## src/ssfp_pkg.sv

```systemverilog
`timescale 1ns / 1ps

package ssfp_pkg;

  localparam logic [7:0] HDR_BYTE = 8'hFF;
  localparam logic [7:0] MIN_LEN  = 8'd2;

  localparam logic [1:0] ST_GOOD  = 2'd0;
  localparam logic [1:0] ST_CSUM  = 2'd1;
  localparam logic [1:0] ST_SHORT = 2'd2;

  typedef enum logic [2:0] {
    PH_HUNT1,
    PH_HUNT2,
    PH_HDR,
    PH_LEN,
    PH_ERR,
    PH_PARAM,
    PH_CHK,
    PH_CHK_SHORT
  } phase_t;

  // Packed so that servo_id lands in the lowest bits.
  typedef struct packed {
    logic [1:0] frame_status;
    logic [7:0] param_index;
    logic [7:0] data_byte;
    logic [7:0] error_bits;
    logic [7:0] servo_id;
  } result_t;

  typedef struct packed {
    logic    last;
    result_t res;
  } result_beat_t;

endpackage

```

## src/servo_status_frame_parser.sv

```systemverilog
// Servo status frame parser: one received byte per beat in, one result per parameter
// or checksum byte out. Each byte passes the input register, then the result register.
// Throughput is one byte per cycle while out_tready does not stall the result register,
// set by the combinational phase update between the two registers.
// rst_n is synchronous, active low: clears the valid flags of both registers and returns to hunting.
`timescale 1ns / 1ps

module servo_status_frame_parser import ssfp_pkg::*; (
  input  logic        clk,
  input  logic        rst_n,
  // Input stream
  input  logic        in_tvalid,
  output logic        in_tready,
  input  logic [7:0]  in_tdata,   // [7:0] rx_byte
  // Result stream
  output logic        out_tvalid,
  input  logic        out_tready,
  output logic [39:0] out_tdata,  // [7:0] servo_id, [15:8] error_bits, [23:16] data_byte,
                                  // [31:24] param_index, [33:32] frame_status, rest zero
  output logic        out_tlast   // last: closing beat of a frame
);

  logic         byte_valid;
  logic [7:0]   byte_data;
  logic         take;
  logic         can_take;
  logic         res_valid;
  result_beat_t res_beat;

  // Capture the incoming beat; advance it when the parser takes it.
  ssfp_in_reg u_in_reg (
    .clk        (clk),
    .rst_n      (rst_n),
    .in_tvalid  (in_tvalid),
    .in_tready  (in_tready),
    .in_tdata   (in_tdata),
    .take       (take),
    .byte_valid (byte_valid),
    .byte_data  (byte_data)
  );

  // Hunt for the header, walk the frame fields, check the checksum.
  // A byte is consumed only when the result register has room, so the
  // frame state never runs ahead of the output.
  ssfp_parse u_parse (
    .clk        (clk),
    .rst_n      (rst_n),
    .byte_valid (byte_valid),
    .byte_data  (byte_data),
    .out_ready  (can_take),
    .take       (take),
    .res_valid  (res_valid),
    .res_beat   (res_beat)
  );

  // Hold the result beat until the sink takes it.
  ssfp_out_reg u_out_reg (
    .clk        (clk),
    .rst_n      (rst_n),
    .res_valid  (res_valid),
    .res_beat   (res_beat),
    .can_take   (can_take),
    .out_tvalid (out_tvalid),
    .out_tready (out_tready),
    .out_tdata  (out_tdata),
    .out_tlast  (out_tlast)
  );

endmodule

```

## src/ssfp_in_reg.sv

```systemverilog
`timescale 1ns / 1ps

module ssfp_in_reg import ssfp_pkg::*; (
  input  logic       clk,
  input  logic       rst_n,
  input  logic       in_tvalid,
  output logic       in_tready,
  input  logic [7:0] in_tdata,
  input  logic       take,
  output logic       byte_valid,
  output logic [7:0] byte_data
);

  logic       valid_r, valid_nxt;
  logic [7:0] data_r;

  assign in_tready = !valid_r || take;

  always_comb begin
    valid_nxt = valid_r;
    if (in_tready) begin
      valid_nxt = in_tvalid;
    end
  end

  always_ff @(posedge clk) begin
    if (!rst_n) begin
      valid_r <= 1'b0;
    end else begin
      valid_r <= valid_nxt;
    end
  end

  always_ff @(posedge clk) begin
    if (in_tvalid && in_tready) begin
      data_r <= in_tdata;
    end
  end

  assign byte_valid = valid_r;
  assign byte_data  = data_r;

endmodule

```

## src/ssfp_parse.sv

```systemverilog
`timescale 1ns / 1ps

module ssfp_parse import ssfp_pkg::*; (
  input  logic         clk,
  input  logic         rst_n,
  input  logic         byte_valid,
  input  logic [7:0]   byte_data,
  input  logic         out_ready,
  output logic         take,
  output logic         res_valid,
  output result_beat_t res_beat
);

  phase_t     phase_r, phase_nxt;
  logic [7:0] id_r, id_nxt;
  logic [7:0] err_r, err_nxt;
  logic [7:0] left_r, left_nxt;
  logic [7:0] count_r, count_nxt;
  logic [7:0] sum_r, sum_nxt;
  logic       short_r, short_nxt;
  logic [7:0] left_dec;

  assign take     = byte_valid && out_ready;
  assign left_dec = left_r - 8'd1;

  always_comb begin
    phase_nxt = phase_r;
    id_nxt    = id_r;
    err_nxt   = err_r;
    left_nxt  = left_r;
    count_nxt = count_r;
    sum_nxt   = sum_r;
    short_nxt = short_r;
    res_valid = 1'b0;
    res_beat.last             = 1'b0;
    res_beat.res.servo_id     = id_r;
    res_beat.res.error_bits   = err_r;
    res_beat.res.data_byte    = byte_data;
    res_beat.res.param_index  = count_r;
    res_beat.res.frame_status = ST_GOOD;

    if (take) begin
      unique case (phase_r)
        PH_HUNT1: begin
          phase_nxt = (byte_data == HDR_BYTE) ? PH_HUNT2 : PH_HUNT1;
        end
        PH_HUNT2: begin
          phase_nxt = (byte_data == HDR_BYTE) ? PH_HDR : PH_HUNT1;
        end
        PH_HDR: begin
          // Extra 0xFF bytes are preamble; hold here.
          if (byte_data != HDR_BYTE) begin
            id_nxt    = byte_data;
            sum_nxt   = byte_data;
            phase_nxt = PH_LEN;
          end
        end
        PH_LEN: begin
          sum_nxt   = sum_r + byte_data;
          short_nxt = (byte_data < MIN_LEN);
          left_nxt  = (byte_data < MIN_LEN) ? 8'd0 : byte_data - MIN_LEN;
          phase_nxt = PH_ERR;
        end
        PH_ERR: begin
          err_nxt   = byte_data;
          sum_nxt   = sum_r + byte_data;
          count_nxt = 8'd0;
          if (left_r == 8'd0) begin
            phase_nxt = short_r ? PH_CHK_SHORT : PH_CHK;
          end else begin
            phase_nxt = PH_PARAM;
          end
        end
        PH_PARAM: begin
          res_valid = 1'b1;
          sum_nxt   = sum_r + byte_data;
          count_nxt = count_r + 8'd1;
          left_nxt  = left_dec;
          if (left_dec == 8'd0) begin
            phase_nxt = PH_CHK;
          end
        end
        PH_CHK, PH_CHK_SHORT: begin
          res_valid     = 1'b1;
          res_beat.last = 1'b1;
          if (phase_r == PH_CHK_SHORT) begin
            res_beat.res.frame_status = ST_SHORT;
          end else if (byte_data != ~sum_r) begin
            res_beat.res.frame_status = ST_CSUM;
          end
          short_nxt = 1'b0;
          phase_nxt = PH_HUNT1;
        end
        default: begin
          phase_nxt = PH_HUNT1;
        end
      endcase
    end
  end

  always_ff @(posedge clk) begin
    if (!rst_n) begin
      phase_r <= PH_HUNT1;
      id_r    <= 8'd0;
      err_r   <= 8'd0;
      left_r  <= 8'd0;
      count_r <= 8'd0;
      sum_r   <= 8'd0;
      short_r <= 1'b0;
    end else begin
      phase_r <= phase_nxt;
      id_r    <= id_nxt;
      err_r   <= err_nxt;
      left_r  <= left_nxt;
      count_r <= count_nxt;
      sum_r   <= sum_nxt;
      short_r <= short_nxt;
    end
  end

endmodule

```

## src/ssfp_out_reg.sv

```systemverilog
`timescale 1ns / 1ps

module ssfp_out_reg import ssfp_pkg::*; (
  input  logic         clk,
  input  logic         rst_n,
  input  logic         res_valid,
  input  result_beat_t res_beat,
  output logic         can_take,
  output logic         out_tvalid,
  input  logic         out_tready,
  output logic [39:0]  out_tdata,
  output logic         out_tlast
);

  logic         valid_r, valid_nxt;
  result_beat_t beat_r;

  assign can_take = !valid_r || out_tready;

  always_comb begin
    valid_nxt = valid_r;
    if (can_take) begin
      valid_nxt = res_valid;
    end
  end

  always_ff @(posedge clk) begin
    if (!rst_n) begin
      valid_r <= 1'b0;
    end else begin
      valid_r <= valid_nxt;
    end
  end

  always_ff @(posedge clk) begin
    if (can_take && res_valid) begin
      beat_r <= res_beat;
    end
  end

  assign out_tvalid = valid_r;
  assign out_tdata  = {6'd0, beat_r.res};
  assign out_tlast  = beat_r.last;

endmodule

```

## config.mk

```make
export PLATFORM = sky130hd
export DESIGN_NAME = servo_status_frame_parser
export DESIGN_NICKNAME = d
export VERILOG_FILES = /design/src/ssfp_pkg.sv /design/src/servo_status_frame_parser.sv /design/src/ssfp_in_reg.sv /design/src/ssfp_parse.sv /design/src/ssfp_out_reg.sv
export SDC_FILE = /design/constraint.sdc
export NUM_CORES = 1
export LEC_CHECK = 0
export BUFFER_PORTS_ARGS = -buffer_cell sky130_fd_sc_hd__buf_2
export CAP_MARGIN = 20
export CORE_MARGIN = 4
export CORE_UTILIZATION = 35
export DETAILED_ROUTE_END_ITERATION = 16
export PLACE_DENSITY = 0.64
export SYNTH_ARGS = -nofsm -noshare
export SYNTH_HDL_FRONTEND = slang
export SYNTH_SLANG_ARGS = --single-unit
```

## constraint.sdc

```tcl
create_clock -name clk -period 8.7 [get_ports clk]
set_input_delay 1.74 -clock clk [delete_from_list [all_inputs] [get_ports clk]]
set_output_delay 1.74 -clock clk [all_outputs]
set_load 0.1 [all_outputs]
```

==> summary.txt <==
Global route
  – Vias in the first global route: ~2800
  – Gr usage total: a little over an eighth
  – Grt total ovfl: 0
  – Largest net degree at the start of global routing: between 40 and 50
  – First-pass GRT wire length: 13900 µm
  – Initial antenna violation count: 0

Synthesis
  – Asr flop ratio synth: 0%
  – Library cells used by synthesis: 60
  – Register area share after synthesis: between 50% and 60%
  – Yosys reg bits: slightly below 90
  – Post-synth EDFFs: 43
  – Yosys warning count: 0
  – Synth Instances: 380
  – Synthesized area: 4140 µm²
  – Ys flop type: dfxtp_1
  – Avg Synthesized Cell Area: 10.9 µm²

Critical path
  – CP Cell Sequence: buf_2, and2b_1, nand2_1, buf_2
  – CP Class: in2out
  – Crit path capture type: primary output
  – Crit-path max FO: 3
  – Critical path startpoint category: input port
  – CP delay by family, top: buffers and inverters
  – Worst EP arrival: between 2 and 3 ns
  – CP Data Required Time: slightly below 7 ns
  – Slowest-stage cell, CP: buf_2
  – WP buf/inv: 2
  – Crit path largest cell delay: between 0.4 and 0.5 ns
  – CP most frequent cell: buf_2

Die
  – Row cnt: 39
  – Die W: between 100 and 150 µm
  – Core region area: ~12000 µm²
  – Die area: 13600 µm²
  – Die Ht: approximately 120 µm
  – Initial Util: 35.9%
  – IO Pins: 55

CTS
  – Max Root-Sink Buffers: 2
  – Hold Buf Count CTS: 0
  – H-tree depth: 3
  – Post_cts resized: 0
  – Clock sink total: 89
  – CTS tree: done
  – Clock Latency Late Sink: about 0.34 ns
  – Clk slew on worst S/H paths: about 0.06 ns
  – Post-CTS Setup Bufs: 0
  – Root Buffer Master: clkbuf_16
  – TritonCTS buffer count: 9

Routing
  – Final WL: about 8500 µm
  – Metal2 WL: between 3000 and 4000 µm
  – Per-cell routed wire length: between 10 and 15 µm
  – Number of vias per cell: ~5.1
  – Starting DRT DRC Count: roughly 220
  – WL met3: a little over 500 µm
  – Top routing layer in use: met4
  – Via count: approximately 2900
  – DRT Pass-1 Iters: 4
  – Met1 WL: 3970 µm
  – Routed Antenna Nets: 0
  – DRC viols: 0

Timing
  – Setup violations, final: 0
  – Hold Fails Final Rpt: 0
  – Crit share post-route: 49.1%
  – Min Hold Slack: 0.437 ns
  – Highest clock rate: about 230 MHz
  – Max-Slew Margin vs Limit: 47.4%
  – Total negative setup slack: 0 ns
  – Clock skew: 0.00812 ns
  – RSZ-0062 raised after global routing: no
  – Worst-margin pin slew: 0.783 ns
  – Slew Limit Fails: 0
  – Tmin final: 4.27 ns

Cells and area
  – FF/Latch Area: 2210 µm²
  – Share of layout cells above drive strength 1: around 18%
  – P&R area growth vs syn: 14.2%
  – Fillcell total: about 1100
  – Layout Utilization: between 40 and 50%
  – Multi-input gate area: ~1800 µm²
  – Final antenna diode count: 0
  – Final net count: ~450

Pwr
  – Total Power: between 0.0008 and 0.0009 W
  – Worst VDD drop: around 96 µV
  – P per Cell Area: roughly 190 nW/µm²
  – Lkg Pwr: ~1.8 nW

Placed design
  – DP Wirelength: around 5800 µm
  – PortBufs: 48
  – Gpl congestion: 0.837

Hold path
  – Class of the worst hold path: reg2reg

Outcome
  – Status: completed

Job
  – Total of max-cap violations: 0
-- worst reg2reg max path, delay by kind of cell (launching register included) --
kind	cells	cell delay (ns)
simple gates	2	0.33
compound gates	4	0.87
fa+ha+maj	1	0.43
flops	1	0.58
-- worst paths after layout --
kind,from,to,slack [ns],cells after the start
setup / recovery,out_tready,in_tready,4.43,4
hold / removal,u_parse.id_r[3],u_out_reg.out_tdata[3],0.44,0
setup reg to reg,u_in_reg.byte_data[3],u_parse.sum_r[7],6.36,7
hold reg to reg,u_parse.id_r[3],u_out_reg.out_tdata[3],0.44,0
-- cell usage after synthesis (all sizes together) (6+ instances only) --
master   n  area share, %
nor3     9            1.1
dfxtp   46             22
a21oi   19            2.4
nand3   12            1.5
buf     18            3.3
o21ai   25            3.0
edfxtp  43             31
nand2b   6           0.91
mux2i   14            3.4
nor2    27            2.6
xor2     8            1.7
ha      11            3.3
nand4    6           0.91
inv     11            1.0
a21boi   8            1.5
nor2b   23            3.5
nand2   28            2.6
xnor2    7            1.5
-- registers in the layout (all words and copies together), names as in the netlist --
name	cells
u_parse.count_r	8
u_parse.sum_r	8
u_in_reg.byte_data	8
u_out_reg.out_tvalid	1
u_parse.id_r	8
u_parse.left_r	8
u_parse.short_r	1
u_out_reg.out_tlast	1
u_parse.err_r	8
u_out_reg.out_tdata	34
u_in_reg.byte_valid	1
u_parse.phase_r	3
-- per-stage QoR --
step           area, µm²  worst slack [ns]  std cells
2_1_floorplan       4160              4.38        385
3_3_place_gp        4430              4.46        554
3_5_place_dp        4430              4.43        554
4_1_cts             4710              4.42        570
5_1_grt             4730              4.37        571
6_report            4730              4.43        571
-- power breakdown --
part	total, W	internal, W	switching, W
sequential	0.000456	0.000443	0.0000122
clock	0.000361	0.000196	0.000165
combinational	0.0000605	0.0000203	0.0000403
-- per-layer routing --
| layer | GRT usage, % | up-vias |
|---|---|---|
| met5 | 0 | - |
| met4 | 4.51 | 0 |
| met3 | 3.83 | 10 |
| met2 | 19.9 | 83 |
| met1 | 17.8 | 1370 |
| li1 | - | 1454 |
-- cell families (layout without fill, tap and decap cells) --
| kind of cell | count (synthesis) | in the layout | synth area share, % |
|---|---|---|---|
| XOR/XNOR | 15 | 15 | 3.18 |
| AO/OA/AOI/OAI | 87 | 87 | 14.7 |
| adder cells (fa/ha/maj) | 12 | 12 | 3.81 |
| AND/OR/NAND/NOR | 129 | 129 | 16.6 |
| multiplexers | 14 | 14 | 3.39 |
| buffers and inverters | 33 | 76 | 4.75 |
| other | 1 | 6 | 0.0907 |
| flip-flops | 89 | 89 | 53.5 |
-- layout by cell type (no fill, tap or decap), types with 4 or more instances in the layout --
cell        synthesis  routed
buf_2               6      48
dfxtp_1            46      46
edfxtp_1           43      43
nand2_1            27      27
nor2_1             26      25
o21ai_0            25      25
nor2b_1            23      23
a21oi_1            18      18
mux2i_1            14      14
nand3_1            12      12
inv_1              11      11
ha_1               11      11
nor3_1              9       9
clkbuf_16           0       9
xor2_1              8       8
a21boi_0            8       8
xnor2_1             7       7
nand2b_1            6       6
nand4_1             6       6
conb_1              1       6
o211a_1             5       5
o21a_1              4       4
clkinvlp_4          0       4
-- final cells by class --
type,count,share of cell area [%]
repair buffers,49,5.51
well taps,143,3.79
flip-flops and latches,89,46.8
clock inverters,6,1.06
multi-input cells,263,37.1
inverters,11,0.874
clock buffers,10,4.85
(Power assumes the default switching activity.)
